`config.mk`:
```
export PLATFORM = sky130hd
export DESIGN_NAME = step_sequencer_with_debounce
export DESIGN_NICKNAME = d
export VERILOG_FILES = /design/src/design/sseq_pkg.sv /design/src/design/step_sequencer_with_debounce.sv /design/src/design/sseq_debounce.sv
export SDC_FILE = /design/constraint.sdc
export NUM_CORES = 1
export LEC_CHECK = 0
export BUFFER_PORTS_ARGS = -buffer_cell sky130_fd_sc_hd__buf_2
export CAP_MARGIN = 40
export CORE_ASPECT_RATIO = 0.5
export CORE_MARGIN = 4
export CORE_UTILIZATION = 40
export CTS_BUF_LIST = sky130_fd_sc_hd__clkbuf_8
export CTS_CLUSTER_DIAMETER = 30
export DETAILED_ROUTE_END_ITERATION = 10
export HOLD_SLACK_MARGIN = 0.08
export MAX_ROUTING_LAYER = met4
export PLACE_DENSITY = 0.56
export SKIP_CTS_REPAIR_TIMING = 1
export SYNTH_ARGS = -nofsm -noshare
export SYNTH_HDL_FRONTEND = slang
export SYNTH_SLANG_ARGS = --single-unit
```
`constraint.sdc`:
```
create_clock -name clk -period 6 [get_ports clk]
set_clock_uncertainty 0.05 [all_clocks]
set_input_delay 0.6 -clock clk [delete_from_list [all_inputs] [get_ports clk]]
set_output_delay 0.6 -clock clk [all_outputs]
set_load 0.1 [all_outputs]
```
`src/design/sseq_pkg.sv`:
```
// Shared constants for the step sequencer with debounced inputs.
`default_nettype none

package sseq_pkg;

    localparam int FILTER_LENGTH = 4;
    localparam int FILT_LEN      = (FILTER_LENGTH < 1) ? 1 :
                                   (FILTER_LENGTH > 8) ? 8 : FILTER_LENGTH;

    localparam int NUM_LEVELS = 5;
    localparam int LVL_CLOCK  = 0;
    localparam int LVL_RESET  = 1;
    localparam int LVL_DIR    = 2;
    localparam int LVL_HALF   = 3;
    localparam int LVL_SOURCE = 4;

    localparam int STEP_W = 3;
    localparam int GATE_W = 8;
    localparam logic [STEP_W-1:0] LAST_FULL = 3'd7;
    localparam logic [STEP_W-1:0] LAST_HALF = 3'd3;

    typedef logic [STEP_W-1:0] step_t;
    typedef logic [NUM_LEVELS-1:0] levels_t;

endpackage

`default_nettype wire

```
`src/design/step_sequencer_with_debounce.sv`:
```
// Top level: eight-step sequencer stepped by a debounced clock or a tick oscillator.
//
//  channel | signals                     | direction | beat
//  --------+-----------------------------+-----------+----------------------------
//  in      | in_valid/in_ready, raw_*,   | input     | one timer tick
//          | ticks_elapsed, beat_period  |           |
//  out     | out_valid/out_ready, step,  | output    | one result per tick
//          | gate and level fields       |           |
//
//  One beat per clock while not stalled: state and the result register update in the
//  accept cycle, and the result shows in the next cycle.
//  A held result stalls input only while out_ready is low (in_ready follows it).
//  Reset clears histories, levels, tick counter, step and the result valid flag.
`default_nettype none

module step_sequencer_with_debounce (
    input  wire logic        clk,
    input  wire logic        rst_n,
    input  wire logic        in_valid,
    output logic             in_ready,
    input  wire logic        raw_clock,
    input  wire logic        raw_reset,
    input  wire logic        raw_direction,
    input  wire logic        raw_half_length,
    input  wire logic        raw_internal_source,
    input  wire logic [7:0]  ticks_elapsed,
    input  wire logic [15:0] beat_period,
    output logic             out_valid,
    input  wire logic        out_ready,
    output logic [2:0]       step_index,
    output logic [7:0]       gate_onehot,
    output logic             beat_pulse,
    output logic             clock_edge,
    output logic             reset_level,
    output logic             direction_level,
    output logic             half_mode,
    output logic             internal_selected
);

    logic                 accept;
    sseq_pkg::levels_t    raw_lv;
    sseq_pkg::levels_t    lv_next;

    logic                 prev_clock_reg;
    logic [15:0]          tick_count_reg;
    logic [15:0]          tick_count_next;
    logic [15:0]          tick_sum;
    sseq_pkg::step_t      step_reg;
    sseq_pkg::step_t      step_next;
    sseq_pkg::step_t      last_step;
    logic [3:0]           moved;
    logic                 edge_det;
    logic                 beat;
    logic                 step_clk;

    logic                 out_valid_reg;
    sseq_pkg::step_t      step_out_reg;
    logic [7:0]           gate_reg;
    logic                 beat_reg;
    logic                 edge_reg;
    sseq_pkg::levels_t    lv_reg;

    assign in_ready = !out_valid_reg || out_ready;
    assign accept   = in_valid && in_ready;

    assign raw_lv[sseq_pkg::LVL_CLOCK]  = raw_clock;
    assign raw_lv[sseq_pkg::LVL_RESET]  = raw_reset;
    assign raw_lv[sseq_pkg::LVL_DIR]    = raw_direction;
    assign raw_lv[sseq_pkg::LVL_HALF]   = raw_half_length;
    assign raw_lv[sseq_pkg::LVL_SOURCE] = raw_internal_source;

    generate
        for (genvar g = 0; g < sseq_pkg::NUM_LEVELS; g++) begin : g_deb
            sseq_debounce u_deb (
                .clk        (clk),
                .rst_n      (rst_n),
                .en         (accept),
                .raw        (raw_lv[g]),
                .level_next (lv_next[g])
            );
        end
    endgenerate

    always_comb
    begin
        edge_det = lv_next[sseq_pkg::LVL_CLOCK] && !prev_clock_reg;

        tick_sum = tick_count_reg + {8'd0, ticks_elapsed};
        beat     = (tick_sum >= beat_period);
        tick_count_next = beat ? 16'd0 : tick_sum;

        step_clk  = lv_next[sseq_pkg::LVL_SOURCE] ? beat : edge_det;
        last_step = lv_next[sseq_pkg::LVL_HALF] ? sseq_pkg::LAST_HALF : sseq_pkg::LAST_FULL;

        if (!step_clk)
            moved = {1'b0, step_reg};
        else if (lv_next[sseq_pkg::LVL_DIR])
            moved = {1'b0, step_reg} - 4'd1;
        else
            moved = {1'b0, step_reg} + 4'd1;

        priority if (lv_next[sseq_pkg::LVL_RESET])
            step_next = lv_next[sseq_pkg::LVL_DIR] ? last_step : '0;
        else if (step_clk && lv_next[sseq_pkg::LVL_DIR] && step_reg == '0)
            step_next = last_step;
        else if (moved > {1'b0, last_step})
            step_next = '0;
        else
            step_next = moved[2:0];
    end

    always_ff @(posedge clk or negedge rst_n)
    begin
        if (!rst_n)
        begin
            prev_clock_reg <= 1'b0;
            tick_count_reg <= '0;
            step_reg       <= '0;
            out_valid_reg  <= 1'b0;
        end
        else
        begin
            if (accept)
            begin
                prev_clock_reg <= lv_next[sseq_pkg::LVL_CLOCK];
                tick_count_reg <= tick_count_next;
                step_reg       <= step_next;
                out_valid_reg  <= 1'b1;
            end
            else if (out_ready)
            begin
                out_valid_reg  <= 1'b0;
            end
        end
    end

    always_ff @(posedge clk)
    begin
        if (accept)
        begin
            step_out_reg <= step_next;
            gate_reg     <= 8'd1 << step_next;
            beat_reg     <= beat;
            edge_reg     <= edge_det;
            lv_reg       <= lv_next;
        end
    end

    assign out_valid         = out_valid_reg;
    assign step_index        = step_out_reg;
    assign gate_onehot       = gate_reg;
    assign beat_pulse        = beat_reg;
    assign clock_edge        = edge_reg;
    assign reset_level       = lv_reg[sseq_pkg::LVL_RESET];
    assign direction_level   = lv_reg[sseq_pkg::LVL_DIR];
    assign half_mode         = lv_reg[sseq_pkg::LVL_HALF];
    assign internal_selected = lv_reg[sseq_pkg::LVL_SOURCE];

endmodule

`default_nettype wire

```
`src/design/sseq_debounce.sv`:
```
// Shift-register debouncer for one raw level, holding the last steady value.
`default_nettype none

module sseq_debounce (
    input  wire logic clk,
    input  wire logic rst_n,
    input  wire logic en,
    input  wire logic raw,
    output logic      level_next
);

    logic [sseq_pkg::FILT_LEN-1:0] hist_reg;
    logic [sseq_pkg::FILT_LEN-1:0] hist_next;
    logic                          level_reg;

    generate
        if (sseq_pkg::FILT_LEN > 1) begin : g_shift
            assign hist_next = {hist_reg[sseq_pkg::FILT_LEN-2:0], raw};
        end else begin : g_single
            assign hist_next = raw;
        end
    endgenerate

    always_comb
    begin
        priority if (hist_next == '0)
            level_next = 1'b0;
        else if (hist_next == '1)
            level_next = 1'b1;
        else
            level_next = level_reg;
    end

    always_ff @(posedge clk or negedge rst_n)
    begin
        if (!rst_n)
        begin
            hist_reg  <= '0;
            level_reg <= 1'b0;
        end
        else if (en)
        begin
            hist_reg  <= hist_next;
            level_reg <= level_next;
        end
    end

endmodule

`default_nettype wire

```
==> metrics.yaml, run 1 <==
num_rows: 23
drv_slew: 0
drc: 0
clock_latency_ns: 0.33
grt_use_total: 0.175
path_buf_inv: 1
p_per_area_nw_per_um2: 407
endpoint_kind: "flop"
yosys_warnings: 0
pre_cts_slack_ns: 0.298
wl_um: 8270
dpl.hpwl_um: 6170
clockRootBuffer: "clkbuf_8"
rsz0062_at_grt: "false"
crit_family: "compound AO/OA/AOI/OAI gates"
overflow: 0
die_w_um: 141
status: "finished clean"
vias_per_cell: 5.28
die-area_sq_um: 10500
p_comb_frac: 0.433
synth_nets: 454
r2r_slack_ns: 0.55
cts_buffers: 9
cap_violations: 0
p_switching_mw: 0.705
critPathLaunchType: "flop"
p_total_mw: 1.70
num_vias: 2989
netlist_instances: 392
leakage_nw: 2.14
synth_flop_cell: "dfrtp_1"
wire_per_inst_um: 14.6
ys_ff_latch: 57
clk_pin_slew_ns: 0.07
final_cells: 566
tns_ns: 0
core-area_sq_um: 8290
clk_path_buf_depth: 2
synthArstFlopShare: 0.702
r2r-start: "tick_count_reg[0]$_DFFE_PN0P_"
syn-cell-area_sq_um: 3540
drt_iter0_drc: 263
holdCritPathClass: "primary input to async pin"
htreeDepth: 3
crit_slowest_cell: "a2111oi_0"
worstMarginPinSlew_ns: 0.528
drive_gt1_frac: 0.194
crit_top_cell: "ha_1"
crit_required_ns: 6.13
fin_crit_sh: 0.908
worstPathCellList: "ha_1, fa_1, a21oi_1, nor2_1, o311a_1, o2111a_1, xor2_1, ha_1, nand4_1, a2111oi_0, a21o_1, o211ai_1, nand2_1, nand2_1, ha_1, nand3b_1, o21ai_0, a21oi_1, o22ai_1, and2_4, a211oi_2, inv_2, nor3_1"
fin_crit_ns: 5.45
synth_edf_count: 17
first_global_vias: 2943
cp.arrival_ns: 5.58
initial_core_util: 0.427
die_h_um: 74.5
ioPinCount: 52
max_slew_margin: 0.639
clockPowerShare: 0.226
numPortBuffers: 51
final_antenna_net_count: 0
nets: 511
antenna_found_initial: 0
worstPathMaxFanout: 7
fin_util: 0.504
p_int_mw: 0.993
avgSynthCellArea_sq_um: 9.03
diodes: 0
synth-seq-area-share: 0.427
largest_register_ffs: 16
cts_sinks: 57
syn2layout_area_growth_pct: 18.0
firstDrtPassIters: 4
critical-path-max-stage-delay_ns: 0.44
yosysUniqueCellTypes: 52
grt_max_degree: 42
place_inst: 550
timing.rr.end: "gate_onehot[4]$_SDFFCE_PN0P_"
reg2reg_depth: 23
cts_tree: "built"
max_freq_mhz: 184
seqPwrFrac: 0.340
place.gp.congestion: 0.885
swShare: 0.415
setup_viol: 0
peakVddDrop_v: 0.000199
crit_type: "flop to flop"
setup_ws_ns: 0.551
grt_pass1_wl_um: 14000
hold_viol: 0
==> power groups by stage <==
stage	combinational, mW	sequential, mW	clock [mW]
6_report	0.736	0.578	0.384
5_1_grt	0.833	0.590	0.418
4_1_cts	0.741	0.577	0.399
3_5_place_dp	0.737	0.583	0
3_3_place_gp	0.722	0.580	0
2_1_floorplan	0.477	0.665	0
==> worst register-to-register path, stage by stage (launching register included) <==
cell,delay [ns]
dfrtp_1,0.40
ha_1,0.22
fa_1,0.41
a21oi_1,0.17
nor2_1,0.07
o311a_1,0.33
o2111a_1,0.35
xor2_1,0.18
ha_1,0.31
nand4_1,0.14
a2111oi_0,0.44
a21o_1,0.23
o211ai_1,0.18
nand2_1,0.11
nand2_1,0.06
ha_1,0.29
nand3b_1,0.10
o21ai_0,0.08
a21oi_1,0.19
o22ai_1,0.16
and2_4,0.19
a211oi_2,0.39
inv_2,0.09
nor3_1,0.19
==> cells in the final DEF (no fill, tap or decap), types with 5 or more instances in the layout <==
master,netlist,final
o31ai_1,5,5
a21oi_1,21,21
dfrtp_1,40,40
clkbuf_8,0,9
nand2_1,85,84
buf_2,1,51
xor2_1,6,6
xnor2_1,9,9
nor2_1,18,18
a21o_1,5,5
ha_1,27,27
o21ai_0,28,28
inv_1,28,29
and3_1,10,10
edfxtp_1,17,17
nand3_1,9,9
o31a_1,5,5
nor3_1,9,9
==> layer usage <==
layer  wire, um  track usage  share of wire
met1       3990        0.222           0.48
met2       3850        0.282           0.46
met3        397       0.0520          0.048
met4         38       0.0376         0.0046
met5          0            -              0
==> kinds of logic (layout without fill, tap and decap cells) <==
kind of cell / Yosys count / in the layout / share of synthesized area
AOI/OAI and AO/OA: 95 / 95 / 0.182
xor gates and xnor gates: 15 / 15 / 0.0371
adders and majority gates: 29 / 29 / 0.107
buffers and inverters: 42 / 104 / 0.0470
DFF: 57 / 57 / 0.427
and+or+nand+nor: 154 / 154 / 0.200
==> synthesized netlist by cell type, types with 5 or more instances <==
library cell | instances | area [sq um]
a21o_1 | 5 | 37.5
a21oi_1 | 21 | 105
and3_1 | 10 | 62.6
clkbuf_1 | 7 | 26.3
dfrtp_1 | 40 | 1000
edfxtp_1 | 17 | 510
ha_1 | 27 | 338
inv_1 | 28 | 105
nand2_1 | 85 | 319
nand3_1 | 9 | 45.0
nor2_1 | 18 | 67.6
nor3_1 | 9 | 45.0
o21ai_0 | 28 | 140
o31a_1 | 5 | 43.8
o31ai_1 | 5 | 37.5
xnor2_1 | 9 | 78.8
xor2_1 | 6 | 52.6
==> layout make-up <==
type,count,area (sq um)
Fill cell,773,4110
Multi-Input combinational cell,293,1860
Tap cell,112,140
Inverter,31,116
Clock buffer,9,124
Sequential cell,57,1510
Clock inverter,7,86.3
Timing Repair Buffer,57,333
==> worst max-delay path by stage <==
| stage | from | endpoint | slack [ns] | cells past startpoint |
|---|---|---|---|---|
| final | tick_count_reg[0]$_DFFE_PN0P_ | gate_onehot[4]$_SDFFCE_PN0P_ | 0.55 | 23 |
| after global routing | tick_count_reg[0]$_DFFE_PN0P_ | gate_onehot[4]$_SDFFCE_PN0P_ | 0.09 | 23 |
| after CTS | tick_count_reg[0]$_DFFE_PN0P_ | gate_onehot[4]$_SDFFCE_PN0P_ | 0.56 | 23 |
| after detailed placement | ticks_elapsed[0] | gate_onehot[4]$_SDFFCE_PN0P_ | 0.30 | 24 |
| after global placement | ticks_elapsed[0] | gate_onehot[4]$_SDFFCE_PN0P_ | 0.44 | 24 |
| after floorplan | ticks_elapsed[0] | gate_onehot[7]$_SDFFCE_PN0P_ | 0.81 | 23 |
==> through the flow <==
| step | hold slack [ns] | cell area, sq um |
|---|---|---|
| floorplan | 0.254 | 3540 |
| global placement | 0.412 | 3920 |
| detailed placement | 0.420 | 3970 |
| CTS | 0.0801 | 4180 |
| global route | 0.0832 | 4180 |
| finish | 0.0931 | 4180 |
(Power assumes the default switching activity.)
==> run 2: changes to the inputs <==
- SKIP_LAST_GASP: not set -> 1
- SYNTH_HIERARCHICAL: not set -> 1
==> run 2 against run 1 <==
  * Critical path depth is the same
  * Largest power group unchanged
  * Die area is essentially flat
  * Synthesized cell count shrank 11%
  * Area after synthesis is essentially flat
  * Via count shrank 6.4%
  * Hold slack lost 0.0046 ns
  * Critical endpoint is now gate_onehot[7]$_SDFFCE_PN0P_
  * Combinational power grew 20%
  * Non-clock buffer count is the same
  * Count of clock-buffer cells in the layout grew 2
  * Global-route usage shrank 0.85 points
  * First-iteration DRC count shrank 54%
==> metrics.yaml, run 2 <==
status: "finished clean"
tns_ns: 0
fin_util: 0.502
initial_core_util: 0.426
avgSynthCellArea_sq_um: 10.2
whs_ns: 0.0886
nets: 469
max_freq_mhz: 188
yosysUniqueCellTypes: 56
p_per_area_nw_per_um2: 445
core-area_sq_um: 8320
final_cell_mix: "51 x buf_2, 41 x dfrtp_1, 38 x inv_1, 30 x nand2_1, 27 x ha_1"
clockRootBuffer: "clkbuf_8"
cts_sinks: 58
drt_iter0_drc: 122
clock_latency_ns: 0.35
yosysMostFrequentCell: "dfrtp_1"
num_rows: 23
critPathLaunchType: "flop"
peakVddDrop_v: 0.000253
layout_commonest_cell: "buf_2"
wl_um: 7700
syn-cell-area_sq_um: 3540
die-area_sq_um: 10500
p_total_mw: 1.86
place_area_sq_um: 3970
largest_register_ffs: 16
cap_violations: 0
dpl.hpwl_um: 5740
hold_viol: 0
r2r_slack_ns: 0.69
timing.rr.end: "gate_onehot[7]$_SDFFCE_PN0P_"
synth-seq-area-share: 0.434
numPortBuffers: 51
pre_cts_slack_ns: 0.426
htreeDepth: 3
wire_per_inst_um: 14.7
first_global_vias: 2911
fin_crit_sh: 0.885
num_vias: 2799
place.gp.congestion: 0.861
firstDrtPassIters: 5
holdCritPathClass: "primary input to async pin"
overflow: 0
endpoint_kind: "flop"
netlist_instances: 347
worstMarginPinSlew_ns: 0.788
crit_type: "flop to flop"
grt_use_met1: 0.199
synth_nets: 409
setup_ws_ns: 0.689
yosys_warnings: 6
leakage_nw: 1.95
drv_slew: 0
synth_edf_count: 17
synthArstFlopShare: 0.707
place_inst: 507
syn2layout_area_growth_pct: 17.8
grt_max_degree: 30
grt_pass1_wl_um: 13400
drc: 0
die_w_um: 141
r2r-start: "tick_count_reg[1]$_DFFE_PN0P_"
top_usage_layer: "met2"
ys_ff_latch: 58
rsz0062_at_grt: "false"
final_antenna_net_count: 0
clk_pin_slew_ns: 0.07
netlist.area_leader.share: 0.290
diodes: 0
grt_use_total: 0.167
ioPinCount: 52
reg2reg_depth: 23
crit_required_ns: 6.13
antenna_found_initial: 0
grt_util_met2: 0.270
cts_buffers: 9
netlist_top_cells_count: "41 x dfrtp_1, 37 x inv_1, 30 x nand2_1"
fin_crit_ns: 5.31
synth_flop_cell: "dfrtp_1"
clk_path_buf_depth: 2
cts_tree: "built"
yosys.area.top_type: "dfrtp_1"
max_slew_margin: 0.473
setup_viol: 0
cp.arrival_ns: 5.45
vias_per_cell: 5.34
worstPathMaxFanout: 7
final_cells: 524
drive_gt1_frac: 0.250
grt_util_met3: 0.0514
yosys-top-cells-area: "dfrtp_1 29%, edfxtp_1 14%, ha_1 9.5%"
die_h_um: 74.5
final_area_sq_um: 4170
## run 2: worst max-delay path, stage by stage, from the launching register on
cell       delay [ns]
dfrtp_1          0.42
ha_1             0.28
a21o_1           0.16
a21o_1           0.19
a21oi_1          0.19
o21ai_0          0.15
a31oi_1          0.39
nor2_1           0.14
xor2_1           0.16
ha_1             0.33
a21oi_1          0.15
o21ai_0          0.14
o2bb2ai_2        0.16
a41oi_2          0.21
nand2_2          0.14
nand2_1          0.08
nand2_1          0.05
ha_1             0.29
nand3b_1         0.11
a21oi_1          0.27
nand2_1          0.08
a311oi_1         0.53
a21oi_1          0.21
nor3b_1          0.23
## run 2: worst max-delay path by stage
stage	startpoint	end	cells past startpoint
2_1_floorplan	ticks_elapsed[0]	gate_onehot[7]$_SDFFCE_PN0P_	23
3_3_place_gp	ticks_elapsed[0]	gate_onehot[7]$_SDFFCE_PN0P_	24
3_5_place_dp	ticks_elapsed[1]	gate_onehot[7]$_SDFFCE_PN0P_	24
4_1_cts	tick_count_reg[1]$_DFFE_PN0P_	gate_onehot[7]$_SDFFCE_PN0P_	23
5_1_grt	tick_count_reg[1]$_DFFE_PN0P_	gate_onehot[2]$_SDFFCE_PP0P_	23
6_report	tick_count_reg[1]$_DFFE_PN0P_	gate_onehot[7]$_SDFFCE_PN0P_	23
## run 2: power by group
part / internal (mW) / switching [mW] / total, mW / leakage (nW)
Combinational: 0.330 / 0.554 / 0.884 / 1.16
Clock: 0.210 / 0.156 / 0.366 / 0.112
Sequential: 0.519 / 0.0895 / 0.608 / 0.678
Total: 1.06 / 0.800 / 1.86 / 1.95
## run 2: cell families after synthesis
logic type | share of synthesized area
XOR/XNOR | 0.0396
adder cells (fa/ha/maj) | 0.107
AO/OA/AOI/OAI | 0.190
AND/OR/NAND/NOR | 0.131
flip-flops | 0.434
buffers and inverters | 0.0477
multiplexers | 0.0509
## run 2: layout make-up
| class | instances | area, sq um |
|---|---|---|
| Timing Repair Buffer | 57 | 320 |
| Inverter | 37 | 139 |
| Clock inverter | 5 | 47.5 |
| Fill cell | 794 | 4150 |
| Clock buffer | 11 | 151 |
| Tap cell | 112 | 140 |
| Sequential cell | 58 | 1540 |
| Multi-Input combinational cell | 244 | 1840 |
## run 2: per-layer routing
layer	part of all wire	wire, um
met4	0.011	86
met2	0.46	3570
met1	0.48	3660
met5	0	0
met3	0.048	372
==> run 3: changes to the inputs <==
- CORE_UTILIZATION: 40 -> 50
- PLACE_DENSITY: 0.56 -> not set
- PLACE_DENSITY_LB_ADDON: not set -> 0.25
==> run 3 against run 2 <==
  * Sequential share of layout area up 0.53 points
  * Global-route usage is 2.9 points higher
  * Sequential power about the same
  * Core utilization increased by 11 points
  * Flip-flop and latch count is the same
  * Critical endpoint unchanged
  * First-iteration DRC count down 6.6%
  * Register-to-register slack improved by 0.06 ns
  * Die area fell by 18%
  * Largest cell class unchanged
  * Largest power group unchanged
  * Cell count down 4.4%
  * Non-clock buffer count decreased by 3
  * Critical path depth unchanged
==> metrics.yaml, run 3 (synthesized netlist as in run 2, its figures left out) <==
core-area_sq_um: 6780
diodes: 0
num_rows: 21
endpoint_kind: "flop"
final_area_sq_um: 4110
cts_buffers: 9
first_global_vias: 2804
die-area_sq_um: 8580
final_cell_mix: "51 x buf_2, 41 x dfrtp_1, 37 x inv_1, 30 x nand2_1, 27 x ha_1"
overflow: 0
worstMarginPinSlew_ns: 0.936
drc: 0
firstDrtPassIters: 4
fillCellCount: 572
drive_gt1_frac: 0.244
grt_pass1_wl_um: 12800
setup_ws_ns: 0.747
cts_tree: "built"
ioPinCount: 52
layout_commonest_cell: "buf_2"
drv_slew: 0
p_total_mw: 1.85
die_h_um: 67.5
initial_core_util: 0.523
worstPathMaxFanout: 5
place.gp.congestion: 0.830
numPortBuffers: 51
vias_per_cell: 5.57
r2r_slack_ns: 0.75
max_freq_mhz: 190
die_w_um: 127
fin_crit_sh: 0.876
hold_viol: 0
antenna_found_initial: 0
clockRootBuffer: "clkbuf_8"
leakage_nw: 1.92
drt_iter0_drc: 114
wl_um: 7590
dpl.hpwl_um: 5500
seq_area_sq_um: 1540
clk_pin_slew_ns: 0.07
status: "finished clean"
crit_required_ns: 6.12
tns_ns: 0
rsz0062_at_grt: "false"
timing.rr.end: "gate_onehot[7]$_SDFFCE_PN0P_"
cp.arrival_ns: 5.38
max_slew_margin: 0.376
reg2reg_depth: 23
r2r-start: "tick_count_reg[0]$_DFFE_PN0P_"
fin_util: 0.607
clock_latency_ns: 0.34
peakVddDrop_v: 0.000228
grt_use_total: 0.196
grt_max_degree: 44
num_vias: 2792
fin_crit_ns: 5.25
syn2layout_area_growth_pct: 16.1
p_per_area_nw_per_um2: 450
holdCritPathClass: "primary input to async pin"
largest_register_ffs: 16
pre_cts_slack_ns: 0.499
cap_violations: 0
critPathLaunchType: "flop"
wire_per_inst_um: 15.1
multi_input_area_sq_um: 1840
nets: 466
final_antenna_net_count: 0
setup_viol: 0
place_area_sq_um: 3920
clk_path_buf_depth: 2
crit_type: "flop to flop"
cts_sinks: 58
htreeDepth: 3
run 3: cell count changes in the layout (fill, tap and decap cells not counted):
| cell | change |
|---|---|
| buf_4 | -2 |
| buf_8 | -1 |
| clkbuf_8 | -1 |
| clkinv_1 | +1 |
| clkinv_2 | -1 |
| clkinvlp_4 | +2 |
| inv_1 | -1 |
run 3: final cells by class:
type                            count  area share
Clock buffer                       10      0.0335
Clock inverter                      6      0.0140
Inverter                           37      0.0338
Multi-Input combinational cell    244       0.447
Sequential cell                    58       0.374
Tap cell                           92      0.0280
Timing Repair Buffer               54      0.0706
run 3: metrics by stage:
stage,hold WS [ns],std cells
2_1_floorplan,0.254,347
3_5_place_dp,0.426,485
3_3_place_gp,0.411,484
5_1_grt,0.0911,501
4_1_cts,0.0775,501
6_report,0.0858,501
run 3: worst max-delay path, cell delays in order, from the launching register on:
cell and delay (ns):
dfrtp_1 0.39, ha_1 0.22, fa_1 0.42, a21o_1 0.18, a21oi_1 0.20, o21ai_0 0.12, nand2_1 0.11, nand2b_1 0.08
xor2_1 0.20, ha_1 0.26, and2_1 0.16, a221oi_1 0.31, o21ai_2 0.15, a41o_2 0.34, nor2_2 0.22, nand2_1 0.08
nand2_1 0.08, ha_1 0.14, nand3b_1 0.09, a21oi_1 0.28, nand2_1 0.10, a311oi_1 0.46, a21oi_1 0.18, nor3b_1 0.28
run 3: metal layers:
layer	global-route usage	wire length [um]
met2	0.328	3650
met1	0.232	3580
met4	0.0655	99
met3	0.0561	261
met5	-	0
run 3: how the worst max path moves through the flow:
stage / depth (start not counted) / slack (ns) / endpoint / start
floorplan: 23 / 1.21 / gate_onehot[7]$_SDFFCE_PN0P_ / ticks_elapsed[0]
global placement: 24 / 0.46 / gate_onehot[7]$_SDFFCE_PN0P_ / ticks_elapsed[0]
detailed placement: 24 / 0.50 / gate_onehot[7]$_SDFFCE_PN0P_ / ticks_elapsed[0]
CTS: 23 / 0.78 / gate_onehot[7]$_SDFFCE_PN0P_ / tick_count_reg[1]$_DFFE_PN0P_
global route: 23 / 0.29 / gate_onehot[7]$_SDFFCE_PN0P_ / tick_count_reg[1]$_DFFE_PN0P_
finish: 23 / 0.75 / gate_onehot[7]$_SDFFCE_PN0P_ / tick_count_reg[0]$_DFFE_PN0P_
run 3: power breakdown:
group,total [mW],internal (mW),switching (mW),leakage [nW]
logic,0.886,0.327,0.558,1.15
clock network,0.359,0.199,0.160,0.0971
registers,0.608,0.519,0.0893,0.678
